### src/hw/rtl/hpas_ram.sv
`default_nettype none
module hpas_ram #(
  parameter int AW = 4,
  parameter int DW = 8
) (
  input  wire logic          clk_i,
  input  wire logic          we_i,
  input  wire logic [AW-1:0] waddr_i,
  input  wire logic [DW-1:0] wdata_i,
  input  wire logic [AW-1:0] raddr_i,
  output logic      [DW-1:0] rdata_o
);

  logic [DW-1:0] mem_q [2**AW];
  logic [DW-1:0] rdata_q;

  always_ff @(posedge clk_i) begin
    if (we_i) begin
      mem_q[waddr_i] <= wdata_i;
    end
    rdata_q <= mem_q[raddr_i];
  end

  assign rdata_o = rdata_q;

endmodule
`default_nettype wire

### config.mk
export PLATFORM = sky130hd
export DESIGN_NAME = hpas_ram
export DESIGN_NICKNAME = d
export VERILOG_FILES = /design/src/hw/rtl/hpas_ram.sv
export SDC_FILE = /design/constraint.sdc
export NUM_CORES = 1
export LEC_CHECK = 0
export BUFFER_PORTS_ARGS = -buffer_cell sky130_fd_sc_hd__buf_2
export CORE_ASPECT_RATIO = 1.2
export CORE_MARGIN = 5
export CORE_UTILIZATION = 50
export DETAILED_ROUTE_END_ITERATION = 7
export PLACE_DENSITY = 0.64
export SYNTH_ARGS = -nofsm -noshare
export SYNTH_HDL_FRONTEND = slang
export SYNTH_SLANG_ARGS = --single-unit
export TNS_END_PERCENT = 30
### constraint.sdc
create_clock -name clk_i -period 3.17 [get_ports clk_i]
set_clock_uncertainty 0.05 [all_clocks]
set_input_delay 0.317 -clock clk_i [delete_from_list [all_inputs] [get_ports clk_i]]
set_output_delay 0.317 -clock clk_i [all_outputs]
set_load 0.02 [all_outputs]
==> results.json <==
{
  "ys_seq_area_frac": 0.778,
  "cts_resized": 0,
  "grt_pass1_vias": 2521,
  "critPathBufInv": 2,
  "n_fill_cell": 695,
  "min_to": "mem_q[8][4]",
  "r2r-start": "mem_q[11][0]",
  "rsz0062_at_grt": "no",
  "synth_seq_cells": 136,
  "slew_headroom": 0.299,
  "tritoncts": "done",
  "crit_arrival_ns": 1.97,
  "drive_gt1_frac": 0.295,
  "slew_viol_final": 0,
  "final-setup-viol-count": 0,
  "path_clk_slew_ns": 0.06,
  "cp_top_family": "buffers and inverters",
  "r2r_slack_ns": 1.76,
  "cts_inserted_buffers": 17,
  "rr_endpoint": "rdata_o[0]",
  "path_cells": "buf_2 > buf_12 > mux4_1 > a22oi_1 > nand2_1",
  "dr.pass1.iters": 4,
  "p_clk_frac": 0.495,
  "cpPeakStageDelay_ns": 0.56,
  "final_hold_viol_count": 0,
  "finalPower_uw": 4390,
  "cts_root_buffer": "clkbuf_16",
  "io_pins": 26,
  "grt_pass1_wl_mm": 15.5,
  "cp.required_ns": 3.40,
  "min_period_ns": 1.74,
  "ir_drop_mv": 0.481,
  "start_kind": "primary input",
  "core_area_um2": 10100,
  "via_count": 2425,
  "die-area_um2": 12400,
  "switchingPower_uw": 825,
  "whs_path_depth": 1,
  "cap_violations": 0,
  "drc_errors": 0,
  "synth_fp_nets": 247,
  "wire_per_inst_um": 24.8,
  "area_growth_pct": 18.4,
  "ys_warn_count": 0,
  "initial_core_util": 0.512,
  "hold_class": "in2reg",
  "status": "finished, final reports clean",
  "fmax_mhz": 575,
  "insertedDiodeCount": 0,
  "switching_share": 0.188,
  "synth_area_per_cell_um2": 22.5,
  "fin_tns_setup_ns": 0,
  "clockBufferDepth": 2,
  "power.internal_uw": 3560,
  "finalCritPeriodShare": 0.549,
  "crit_type": "in2reg",
  "grt_max_degree": 33,
  "viasPerCell": 5.90,
  "antenna_found_initial": 0,
  "gr-total-overflow": 0,
  "final_common_cell": "edfxtp_1",
  "final_cell_mix": "edfxtp_1 (128), buf_2 (25), mux4_2 (18), clkbuf_16 (17), a22oi_1 (16)",
  "wl_mm": 10.2,
  "port_buffers": 25,
  "ant_nets": 0,
  "die_h_um": 121,
  "postCtsSetupRepairBufs": 0,
  "clkLatencyLatePin_ns": 0.41,
  "path_max_fanout": 17,
  "worstHoldStart": "wdata_i[4]",
  "clock-sinks": 136,
  "gp_congestion": 0.732,
  "p_per_area_nw_per_um2": 720,
  "end_kind": "flip-flop",
  "place.detailed.hpwl_mm": 6.20,
  "crit_path_top_delay_cell": "mux4_1",
  "syn_inst": 229,
  "worst_r2r_path_depth": 3,
  "die_w_um": 103,
  "p_seq_frac": 0.461,
  "globalRouteTotalUtil": 0.181,
  "drt_first_iter_violations": 164,
  "syn_area_um2": 5150,
  "nNetsFinal": 290,
  "htreeDepth": 4,
  "p_comb_frac": 0.044,
  "power_leakage_uw": 0.00206,
  "ctsHoldBuffers": 0,
  "worst_pin_slew_ns": 1.05,
  "synth_cell_type_count": 19,
  "rows": 40
}
[per-layer routing]
metal,vias up,GRT usage,part of all wire
met5,-,0,0
met4,0,0.0861,0.011
met3,7,0.0397,0.053
met2,84,0.271,0.50
met1,1274,0.254,0.43
li1,1060,-,-
[power groups by stage]
stage | sequential, µW | combinational [µW] | clock [µW]
floorplan | 2070 | 102 | 0
global placement | 2060 | 193 | 0
finish | 2020 | 194 | 2170
global route | 2030 | 209 | 2290
detailed placement | 2060 | 197 | 0
CTS | 2020 | 197 | 2210
[synthesized netlist by cell type, drive strengths merged]
master,number,area share
clkdlybuf4s25,3,0.0058
nand3b,2,0.0029
and2,1,0.0012
dfxtp,8,0.031
nor2b,1,0.0012
nand2,9,0.0066
or3b,1,0.0017
nand2b,2,0.0024
a22oi,16,0.023
edfxtp,128,0.75
buf,7,0.011
mux4,32,0.15
nor3,4,0.0039
nand3,1,0.00097
nor2,13,0.0095
and2b,1,0.0015
[logic make-up after synthesis]
kind of cell | share of synthesized area
flip-flops | 0.778
AND/OR/NAND/NOR | 0.0318
AO/OA/AOI/OAI | 0.0233
buffers and inverters | 0.0168
multiplexers | 0.150
[flip-flops by register name (all words and copies together) (netlist names)]
| signal | cells |
|---|---|
| mem_q | 128 |
| rdata_o | 8 |
[worst max path at each step]
stage | to | cells after the start | slack (ns) | start
after CTS | rdata_o[0] | 5 | 1.41 | raddr_i[0]
after detailed placement | rdata_o[5] | 5 | 0.99 | raddr_i[0]
after global placement | rdata_o[1] | 5 | 1.00 | raddr_i[0]
after floorplan | mem_q[0][0] | 2 | 1.31 | waddr_i[2]
after global routing | rdata_o[0] | 5 | 1.34 | raddr_i[0]
final | rdata_o[0] | 5 | 1.43 | raddr_i[0]
[metrics by stage]
stage                     hold slack, ns  std cells  area (µm²)  setup WS, ns  utilization
after floorplan                    0.366        229        5150          1.31            -
after global placement             0.602        379        5420          1.00        0.539
after detailed placement           0.624        379        5420         0.989        0.539
after CTS                          0.230        411        6100          1.41        0.606
after global routing               0.242        411        6100          1.34        0.606
final                              0.241        411        6100          1.43        0.606
[layout make-up]
| class | count | area [µm²] | share of cell area |
|---|---|---|---|
| sequential | 136 | 4000 | 0.657 |
| multi-input combinational | 83 | 1060 | 0.173 |
| clock buffer | 21 | 480 | 0.0788 |
| timing repair buffer | 34 | 205 | 0.0337 |
| clock inverter | 11 | 193 | 0.0316 |
| tap | 126 | 158 | 0.0259 |
No activity file was read; power rests on OpenSTA's default activity.
