## src/hw/rtl/hpas_pkg.sv

```systemverilog
`default_nettype none
package hpas_pkg;

  localparam int BUCKET_BITS        = 10;
  localparam int ENTRIES_PER_BUCKET = 8;
  localparam int PAGE_ORDER         = 12;
  localparam int ADDR_W             = 48;
  localparam int LEN_W              = 32;
  localparam int REQ_W              = 2;
  localparam int COUNT_W            = 21;
  localparam int TOTAL_W            = 14;

  localparam int SLOT_BITS  = (ENTRIES_PER_BUCKET > 1) ? $clog2(ENTRIES_PER_BUCKET) : 1;
  localparam int FILL_W     = $clog2(ENTRIES_PER_BUCKET + 1);
  localparam int ENTRY_AW   = BUCKET_BITS + SLOT_BITS;
  localparam int IN_DATA_W  = ADDR_W + LEN_W;
  localparam int OUT_DATA_W = 64;
  localparam int OUT_PAD_W  = OUT_DATA_W - 1 - 2 * COUNT_W - TOTAL_W;

  localparam logic [REQ_W-1:0] REQ_MARK  = 2'd0;
  localparam logic [REQ_W-1:0] REQ_QUERY = 2'd1;
  localparam logic [REQ_W-1:0] REQ_CLEAR = 2'd2;

  typedef struct packed {
    logic                   we;
    logic [BUCKET_BITS-1:0] waddr;
    logic [FILL_W-1:0]      wdata;
    logic [BUCKET_BITS-1:0] raddr;
  } fill_port_t;

  typedef struct packed {
    logic                we;
    logic [ENTRY_AW-1:0] waddr;
    logic [ADDR_W-1:0]   wdata;
    logic [ENTRY_AW-1:0] raddr;
  } entry_port_t;

  typedef struct packed {
    logic               found;
    logic [COUNT_W-1:0] pages_added;
    logic [COUNT_W-1:0] pages_dropped;
    logic [TOTAL_W-1:0] tracked_total;
  } result_t;

endpackage
`default_nettype wire

```

## src/hw/rtl/hpas_seq.sv

```systemverilog
`default_nettype none
module hpas_seq
  import hpas_pkg::*;
(
  input  wire logic               clk_i,
  input  wire logic               rst_ni,
  input  wire logic               cfg_we_i,
  input  wire logic               cfg_wdata_i,
  input  wire logic               in_valid_i,
  output logic                    in_ready_o,
  input  wire logic [REQ_W-1:0]   in_req_i,
  input  wire logic [ADDR_W-1:0]  in_addr_i,
  input  wire logic [LEN_W-1:0]   in_len_i,
  output logic                    out_valid_o,
  input  wire logic               out_ready_i,
  output result_t                 out_res_o,
  output fill_port_t              fill_o,
  input  wire logic [FILL_W-1:0]  fill_rdata_i,
  output entry_port_t             entry_o,
  input  wire logic [ADDR_W-1:0]  entry_rdata_i
);

  localparam logic [3:0] S_INIT   = 4'd0;
  localparam logic [3:0] S_IDLE   = 4'd1;
  localparam logic [3:0] S_M_ROOM = 4'd2;
  localparam logic [3:0] S_M_SPAN = 4'd3;
  localparam logic [3:0] S_M_RD   = 4'd4;
  localparam logic [3:0] S_M_WR   = 4'd5;
  localparam logic [3:0] S_L_WAIT = 4'd6;
  localparam logic [3:0] S_L_FILL = 4'd7;
  localparam logic [3:0] S_L_RD   = 4'd8;
  localparam logic [3:0] S_L_CMP  = 4'd9;
  localparam logic [3:0] S_C_RD   = 4'd10;
  localparam logic [3:0] S_C_MOVE = 4'd11;
  localparam logic [3:0] S_DONE   = 4'd12;

  localparam logic [ADDR_W:0]   ADDR_SPAN  = (ADDR_W + 1)'(1) << ADDR_W;
  localparam logic [ADDR_W-1:0] PAGE_STEP  = ADDR_W'(1) << PAGE_ORDER;
  localparam logic [LEN_W:0]    PAGE_BYTES = (LEN_W + 1)'(1) << PAGE_ORDER;
  localparam logic [FILL_W-1:0] FILL_MAX   = FILL_W'(ENTRIES_PER_BUCKET);

  logic [3:0]             state_q, state_d;
  logic [BUCKET_BITS-1:0] init_idx_q, init_idx_d;
  logic                   enabled_q;
  logic [REQ_W-1:0]       req_q, req_d;
  logic [ADDR_W-1:0]      addr_q, addr_d;
  logic [LEN_W-1:0]       rem_q, rem_d;
  logic [ADDR_W:0]        room_q, room_d;
  logic [FILL_W-1:0]      n_q, n_d;
  logic [FILL_W-1:0]      idx_q, idx_d;
  logic                   found_q, found_d;
  logic [COUNT_W-1:0]     added_q, added_d;
  logic [COUNT_W-1:0]     dropped_q, dropped_d;
  logic [TOTAL_W-1:0]     total_q, total_d;
  logic                   out_valid_q, out_valid_d;
  result_t                res_q, res_d;

  logic [BUCKET_BITS-1:0] bucket;
  logic [FILL_W-1:0]      slot_sel;
  logic [FILL_W-1:0]      last_slot;

  assign bucket    = addr_q[PAGE_ORDER +: BUCKET_BITS];
  assign last_slot = n_q - FILL_W'(1);
  assign slot_sel  = (state_q == S_C_RD) ? last_slot : idx_q;

  always_comb begin
    state_d     = state_q;
    init_idx_d  = init_idx_q;
    req_d       = req_q;
    addr_d      = addr_q;
    rem_d       = rem_q;
    room_d      = room_q;
    n_d         = n_q;
    idx_d       = idx_q;
    found_d     = found_q;
    added_d     = added_q;
    dropped_d   = dropped_q;
    total_d     = total_q;
    out_valid_d = out_valid_q && !out_ready_i;
    res_d       = res_q;

    fill_o       = '0;
    fill_o.raddr = bucket;
    entry_o       = '0;
    entry_o.raddr = {bucket, slot_sel[SLOT_BITS-1:0]};

    case (state_q)
      S_INIT: begin
        fill_o.we    = 1'b1;
        fill_o.waddr = init_idx_q;
        fill_o.wdata = '0;
        init_idx_d   = init_idx_q + BUCKET_BITS'(1);
        if (&init_idx_q) begin
          state_d = S_IDLE;
        end
      end
      S_IDLE: begin
        if (in_valid_i) begin
          req_d     = in_req_i;
          addr_d    = in_addr_i;
          rem_d     = in_len_i;
          found_d   = 1'b0;
          added_d   = '0;
          dropped_d = '0;
          idx_d     = '0;
          if (!enabled_q) begin
            state_d = S_DONE;
          end else begin
            case (in_req_i)
              REQ_MARK:  state_d = S_M_ROOM;
              REQ_QUERY: state_d = S_L_WAIT;
              REQ_CLEAR: state_d = S_L_WAIT;
              default:   state_d = S_DONE;
            endcase
          end
        end
      end
      S_M_ROOM: begin
        room_d  = ADDR_SPAN - {1'b0, addr_q};
        state_d = S_M_SPAN;
      end
      S_M_SPAN: begin
        if ({{(ADDR_W + 1 - LEN_W){1'b0}}, rem_q} > room_q) begin
          rem_d = room_q[LEN_W-1:0];
        end
        state_d = (rem_q == '0) ? S_DONE : S_M_RD;
      end
      S_M_RD: begin
        state_d = S_M_WR;
      end
      S_M_WR: begin
        if (fill_rdata_i < FILL_MAX) begin
          entry_o.we    = 1'b1;
          entry_o.waddr = {bucket, fill_rdata_i[SLOT_BITS-1:0]};
          entry_o.wdata = addr_q;
          fill_o.we     = 1'b1;
          fill_o.waddr  = bucket;
          fill_o.wdata  = fill_rdata_i + FILL_W'(1);
          total_d       = total_q + TOTAL_W'(1);
          added_d       = added_q + COUNT_W'(1);
        end else begin
          dropped_d = dropped_q + COUNT_W'(1);
        end
        addr_d = addr_q + PAGE_STEP;
        if ({1'b0, rem_q} <= PAGE_BYTES) begin
          rem_d   = '0;
          state_d = S_DONE;
        end else begin
          rem_d   = rem_q - PAGE_BYTES[LEN_W-1:0];
          state_d = S_M_RD;
        end
      end
      S_L_WAIT: begin
        state_d = S_L_FILL;
      end
      S_L_FILL: begin
        n_d     = fill_rdata_i;
        state_d = (fill_rdata_i == '0) ? S_DONE : S_L_RD;
      end
      S_L_RD: begin
        state_d = S_L_CMP;
      end
      S_L_CMP: begin
        if (entry_rdata_i == addr_q) begin
          found_d = 1'b1;
          state_d = (req_q == REQ_CLEAR) ? S_C_RD : S_DONE;
        end else if ((idx_q + FILL_W'(1)) == n_q) begin
          state_d = S_DONE;
        end else begin
          idx_d   = idx_q + FILL_W'(1);
          state_d = S_L_RD;
        end
      end
      S_C_RD: begin
        state_d = S_C_MOVE;
      end
      S_C_MOVE: begin
        entry_o.we    = 1'b1;
        entry_o.waddr = {bucket, idx_q[SLOT_BITS-1:0]};
        entry_o.wdata = entry_rdata_i;
        fill_o.we     = 1'b1;
        fill_o.waddr  = bucket;
        fill_o.wdata  = last_slot;
        if (total_q != '0) begin
          total_d = total_q - TOTAL_W'(1);
        end
        state_d = S_DONE;
      end
      S_DONE: begin
        if (!out_valid_q || out_ready_i) begin
          out_valid_d         = 1'b1;
          res_d.found         = found_q;
          res_d.pages_added   = added_q;
          res_d.pages_dropped = dropped_q;
          res_d.tracked_total = total_q;
          state_d             = S_IDLE;
        end
      end
      default: begin
        state_d = S_IDLE;
      end
    endcase
  end

  always_ff @(posedge clk_i or negedge rst_ni) begin
    if (!rst_ni) begin
      state_q     <= S_INIT;
      init_idx_q  <= '0;
      enabled_q   <= 1'b0;
      total_q     <= '0;
      out_valid_q <= 1'b0;
    end else begin
      state_q     <= state_d;
      init_idx_q  <= init_idx_d;
      total_q     <= total_d;
      out_valid_q <= out_valid_d;
      if (cfg_we_i) begin
        enabled_q <= cfg_wdata_i;
      end
    end
  end

  always_ff @(posedge clk_i) begin
    req_q     <= req_d;
    addr_q    <= addr_d;
    rem_q     <= rem_d;
    room_q    <= room_d;
    n_q       <= n_d;
    idx_q     <= idx_d;
    found_q   <= found_d;
    added_q   <= added_d;
    dropped_q <= dropped_d;
    res_q     <= res_d;
  end

  assign in_ready_o  = (state_q == S_IDLE);
  assign out_valid_o = out_valid_q;
  assign out_res_o   = res_q;

`ifndef SYNTH
  a_one_at_a_time: assert property (@(posedge clk_i) disable iff (!rst_ni)
    (in_valid_i && in_ready_o) |=> !in_ready_o)
    else $error("new transaction taken while one is in progress");

  a_total_step: assert property (@(posedge clk_i) disable iff (!rst_ni)
    1'b1 |=> (total_q == $past(total_q)) || (total_q == $past(total_q) + TOTAL_W'(1))
             || (total_q == $past(total_q) - TOTAL_W'(1)))
    else $error("entry total moved by more than one");

  a_entry_with_fill: assert property (@(posedge clk_i) disable iff (!rst_ni)
    entry_o.we |-> (fill_o.we && (fill_o.waddr == entry_o.waddr[ENTRY_AW-1 -: BUCKET_BITS])))
    else $error("entry written without bucket count update");

  a_result_from_done: assert property (@(posedge clk_i) disable iff (!rst_ni)
    $rose(out_valid_q) |-> ($past(state_q) == S_DONE))
    else $error("result loaded outside done state");
`endif

endmodule
`default_nettype wire

```

## config.mk

```make
export PLATFORM = sky130hd
export DESIGN_NAME = hpas_seq
export DESIGN_NICKNAME = d
export VERILOG_FILES = /design/src/hw/rtl/hpas_pkg.sv /design/src/hw/rtl/hpas_seq.sv
export SDC_FILE = /design/constraint.sdc
export NUM_CORES = 1
export LEC_CHECK = 0
export BUFFER_PORTS_ARGS = -buffer_cell sky130_fd_sc_hd__buf_4
export CORE_MARGIN = 2
export CORE_UTILIZATION = 51
export CTS_BUF_LIST = sky130_fd_sc_hd__clkbuf_8 sky130_fd_sc_hd__clkbuf_16
export DETAILED_ROUTE_END_ITERATION = 8
export GPL_ROUTABILITY_DRIVEN = 0
export PLACE_DENSITY = 0.77
export SLEW_MARGIN = 20
export SYNTH_ARGS = -nofsm -noshare
export SYNTH_HDL_FRONTEND = slang
export SYNTH_SLANG_ARGS = --single-unit
```

## constraint.sdc

```tcl
create_clock -name clk_i -period 3.77 [get_ports clk_i]
set_input_delay 0.1885 -clock clk_i [delete_from_list [all_inputs] [get_ports clk_i]]
set_output_delay 0.1885 -clock clk_i [all_outputs]
set_load 0.02 [all_outputs]
```

==> results.tsv <==
metric	value	unit
overall track demand over capacity in global routing	0.277	
fraction of synthesis flops using an asynchronous set or reset pin	0.112	
placed wire-length estimate	32.6	mm
I/O pin cnt	299	
initial antenna violation count	1	
Die Outline Area	31800	um^2
insertion delay of the later-clocked pin in the worst-skew pair	0.57	ns
final cycle utilization of the critical path	0.943	
Setup Viol. Count Final	0	
transition at the pin with the smallest max-transition slack	0.944	ns
Post-Syn Instances	1453	
category of cells accounting for the largest share of critical-path delay	compound AO/OA/AOI/OAI gates	
worst hold path type	in -> reg	
average wire per standard cell	20.3	um
Net count, final	1995	
Die H	178	um
sequential-to-total area share from yosys stat	0.512	
maximum fanout count along the critical path	12	
reg-to-reg slack, setup	0.21	ns
Root Buffer	clkbuf_16	
final max-slew violation count	0	
H-tree levels	1	
number of enable flip-flop cells after synthesis	239	
cell leakage power	7.85	nW
buffers plus inverters on the worst setup path	1	
vias after detailed routing	12819	
startpoint of the worst hold path	in_valid_i	
via density per instance	5.80	
mean cell area of the mapped netlist	10.7	um^2
pin count of the biggest net entering global routing	84	
synth-to-layout area growth	28.5	%
most frequent cell on the critical path	o21ai_0	
vias in the first global route	12426	
nature of the critical path endpoint	flip-flop	
largest buffer count on any clock path	3	
residual DRC count	0	
post-detailed-routing wire length	44.8	mm
Pwr per Cell Area	344	nW/um^2
clock tree from TritonCTS	built	
standard cell area after detailed placement	18000	um^2
TritonRoute pass-1 iters	6	
core region area	29800	um^2
slowest stage cell, crit path	dfrtp_1	
max-cap check violation count	0	
kind of critical path	reg -> reg	
worst r2r path cells	11	
delay of the slowest cell on the worst path	0.51	ns
first-pass GRT wire length	68.1	mm
run status	finished clean	
relative slew slack	0.369	
commonest non-fill, non-tap cells in the layout	buf_4, edfxtp_1, nand2_1	
hold violation count in the final report	0	
critical path arrival	3.98	ns
clock period minus worst slack	3.56	ns
total CTS buffers	29	
fraction of layout cells with a size suffix above 1	0.231	
count of warnings emitted by yosys	0	
cell area after layout	19900	um^2
final total negative setup slack	0	ns
mapped cell area	15500	um^2
clock slew at the register clock pins of the worst setup and hold paths	0.06	ns
port buffer count	298	
Iter 0 DRT Violations	1239	
CP cell instances	nand2b_1 -> or2_2 -> inv_2 -> ha_1 -> a211oi_1 -> o21ai_0 -> a31o_2 -> a21oi_1 -> o21ai_0 -> nand4_1 -> o211ai_1	
Worst Clk Skew	0.0159	ns
Horiz. Die Dim	178	um
Antenna Nets Post-Route	0	
worst hold path depth	3	
fmax	0.281	GHz
Primary FF master, synth	edfxtp_1	
count of cell types in the netlist	64	
Sink Count	269	
most common cell after layout, fill and taps aside	buf_4	
flip-flop and latch count after synthesis	269	
post-synth net total	1650	
total of fill cells in the finished design	2242	
total congestion overflow after global routing	0	
worst reg2reg path startpoint	state_q[2]$_DFFE_PN0P_	
starting density of the core	0.519	
num rows	63	
critical path data required time	4.20	ns
maximum vdd drop	0.367	mV
RSZ-0062 raised after global routing	no	
Min-Delay Endpoint	state_q[1]$_DFFE_PN0P_	
crit start category	flip-flop	
worst reg2reg endpoint	total_q[13]$_DFFE_PN0P_	
==> what timing repair did <==
item,in CTS,in global routing
setup buffers,0,0
endpoints found under the setup margin,0,0
hold buffers,90,0
endpoints found under the hold margin,118,0
resized for setup,0,0
==> through the flow <==
step	hold WS, ns	setup WS [ns]	total power [mW]	cells	utilization
2_1_floorplan	-0.107	0.224	3.59	1453	-
3_3_place_gp	0.149	0.540	3.83	2067	0.604
3_5_place_dp	0.149	0.359	3.84	2067	0.604
4_1_cts	0.0544	0.349	6.87	2211	0.668
5_1_grt	0.0749	0.0694	7.05	2212	0.668
6_report	0.0870	0.213	6.85	2212	0.668
==> worst max-delay path by stage <==
stage	from	depth (start not counted)	end	slack (ns)
2_1_floorplan	state_q[3]$_DFFE_PN0P_	8	rem_q[0]$_DFFE_PP_	0.22
3_3_place_gp	state_q[2]$_DFFE_PN0P_	11	total_q[13]$_DFFE_PN0P_	0.54
3_5_place_dp	state_q[2]$_DFFE_PN0P_	11	total_q[13]$_DFFE_PN0P_	0.36
4_1_cts	state_q[2]$_DFFE_PN0P_	11	total_q[13]$_DFFE_PN0P_	0.35
5_1_grt	state_q[0]$_DFFE_PN0P_	11	total_q[13]$_DFFE_PN0P_	0.07
6_report	state_q[2]$_DFFE_PN0P_	11	total_q[13]$_DFFE_PN0P_	0.21
==> logic make-up after synthesis <==
| logic type | after synthesis | synth area share |
|---|---|---|
| AO/OA/AOI/OAI | 261 | 0.110 |
| XOR/XNOR | 205 | 0.116 |
| adder cells (fa/ha/maj) | 57 | 0.0466 |
| buffers and inverters | 166 | 0.0479 |
| flip-flops | 269 | 0.512 |
| multiplexers | 5 | 0.00364 |
| AND/OR/NAND/NOR | 490 | 0.164 |
==> worst min-delay path, cell delays in order <==
cell and delay, ns:
buf_4 0.12, a32oi_1 0.09, o221ai_1 0.19
==> registers in the layout, indices dropped and copies added, names as in the netlist <==
register and count:
added_q 21, addr_q 48, dropped_q 21, enabled_q 1, found_q 1, idx_q 4
init_idx_q 10, n_q 4, out_res_o 57, out_valid_o 1, rem_q 32, req_q 2
room_q 49, state_q 4, total_q 14
==> cell type report <==
cell class                 instances  area (um^2)  area share
clock inverter                    25          273      0.0137
clock buffer                      29          726      0.0365
antenna                            1         2.50    0.000126
inverter                          59          221      0.0111
tap                              390          488      0.0245
timing repair buffer             421         3400       0.171
multi-input combinational       1018         6860       0.345
sequential                       269         7930       0.398
==> cells in the mapped netlist, types with 3 or more instances <==
| cell | n | area share |
|---|---|---|
| nor2_1 | 104 | 0.025 |
| o31ai_1 | 3 | 0.0015 |
| buf_4 | 22 | 0.011 |
| nor4_1 | 32 | 0.013 |
| clkbuf_1 | 73 | 0.018 |
| edfxtp_1 | 239 | 0.46 |
| buf_1 | 3 | 0.00073 |
| a22o_1 | 52 | 0.029 |
| a21o_1 | 13 | 0.0063 |
| or4_4 | 4 | 0.0029 |
| nor4_4 | 3 | 0.0041 |
| buf_6 | 4 | 0.0029 |
| a21oi_1 | 35 | 0.011 |
| nor3_2 | 5 | 0.0032 |
| a211oi_1 | 8 | 0.0039 |
| or3_1 | 19 | 0.0077 |
| and2_1 | 27 | 0.011 |
| nand2_1 | 128 | 0.031 |
| ha_1 | 56 | 0.045 |
| a22oi_1 | 19 | 0.0092 |
| nand4_1 | 29 | 0.012 |
| nor3_1 | 35 | 0.011 |
| nor2b_1 | 3 | 0.0012 |
| inv_1 | 58 | 0.014 |
| o21bai_1 | 3 | 0.0015 |
| buf_2 | 5 | 0.0016 |
| nand2b_1 | 9 | 0.0036 |
| nand3_1 | 46 | 0.015 |
| and3_1 | 15 | 0.0061 |
| dfrtp_1 | 30 | 0.049 |
| mux2_2 | 5 | 0.0036 |
| o21a_1 | 3 | 0.0015 |
| and4_1 | 6 | 0.0034 |
| nand3b_1 | 4 | 0.0019 |
| o21ai_0 | 101 | 0.033 |
| or4_1 | 3 | 0.0015 |
| a31oi_1 | 3 | 0.0012 |
| xor2_1 | 118 | 0.067 |
| or2_2 | 8 | 0.0032 |
| xnor2_1 | 87 | 0.049 |
| nor4_2 | 3 | 0.0024 |
==> layer usage <==
layer  vias up  track usage  routed length [um]
li1       5911            -                   -
met1      6143        0.386               18600
met2       658        0.438               20700
met3       107       0.0452                3850
met4         0        0.101                1650
met5         -            0                   0
==> report_power, final <==
group / internal (mW) / total (mW) / switching, mW
Sequential: 3.26 / 3.31 / 0.0541
Combinational: 0.294 / 0.556 / 0.263
Clock: 1.75 / 2.98 / 1.22
Power figures use the tool's default switching activity.
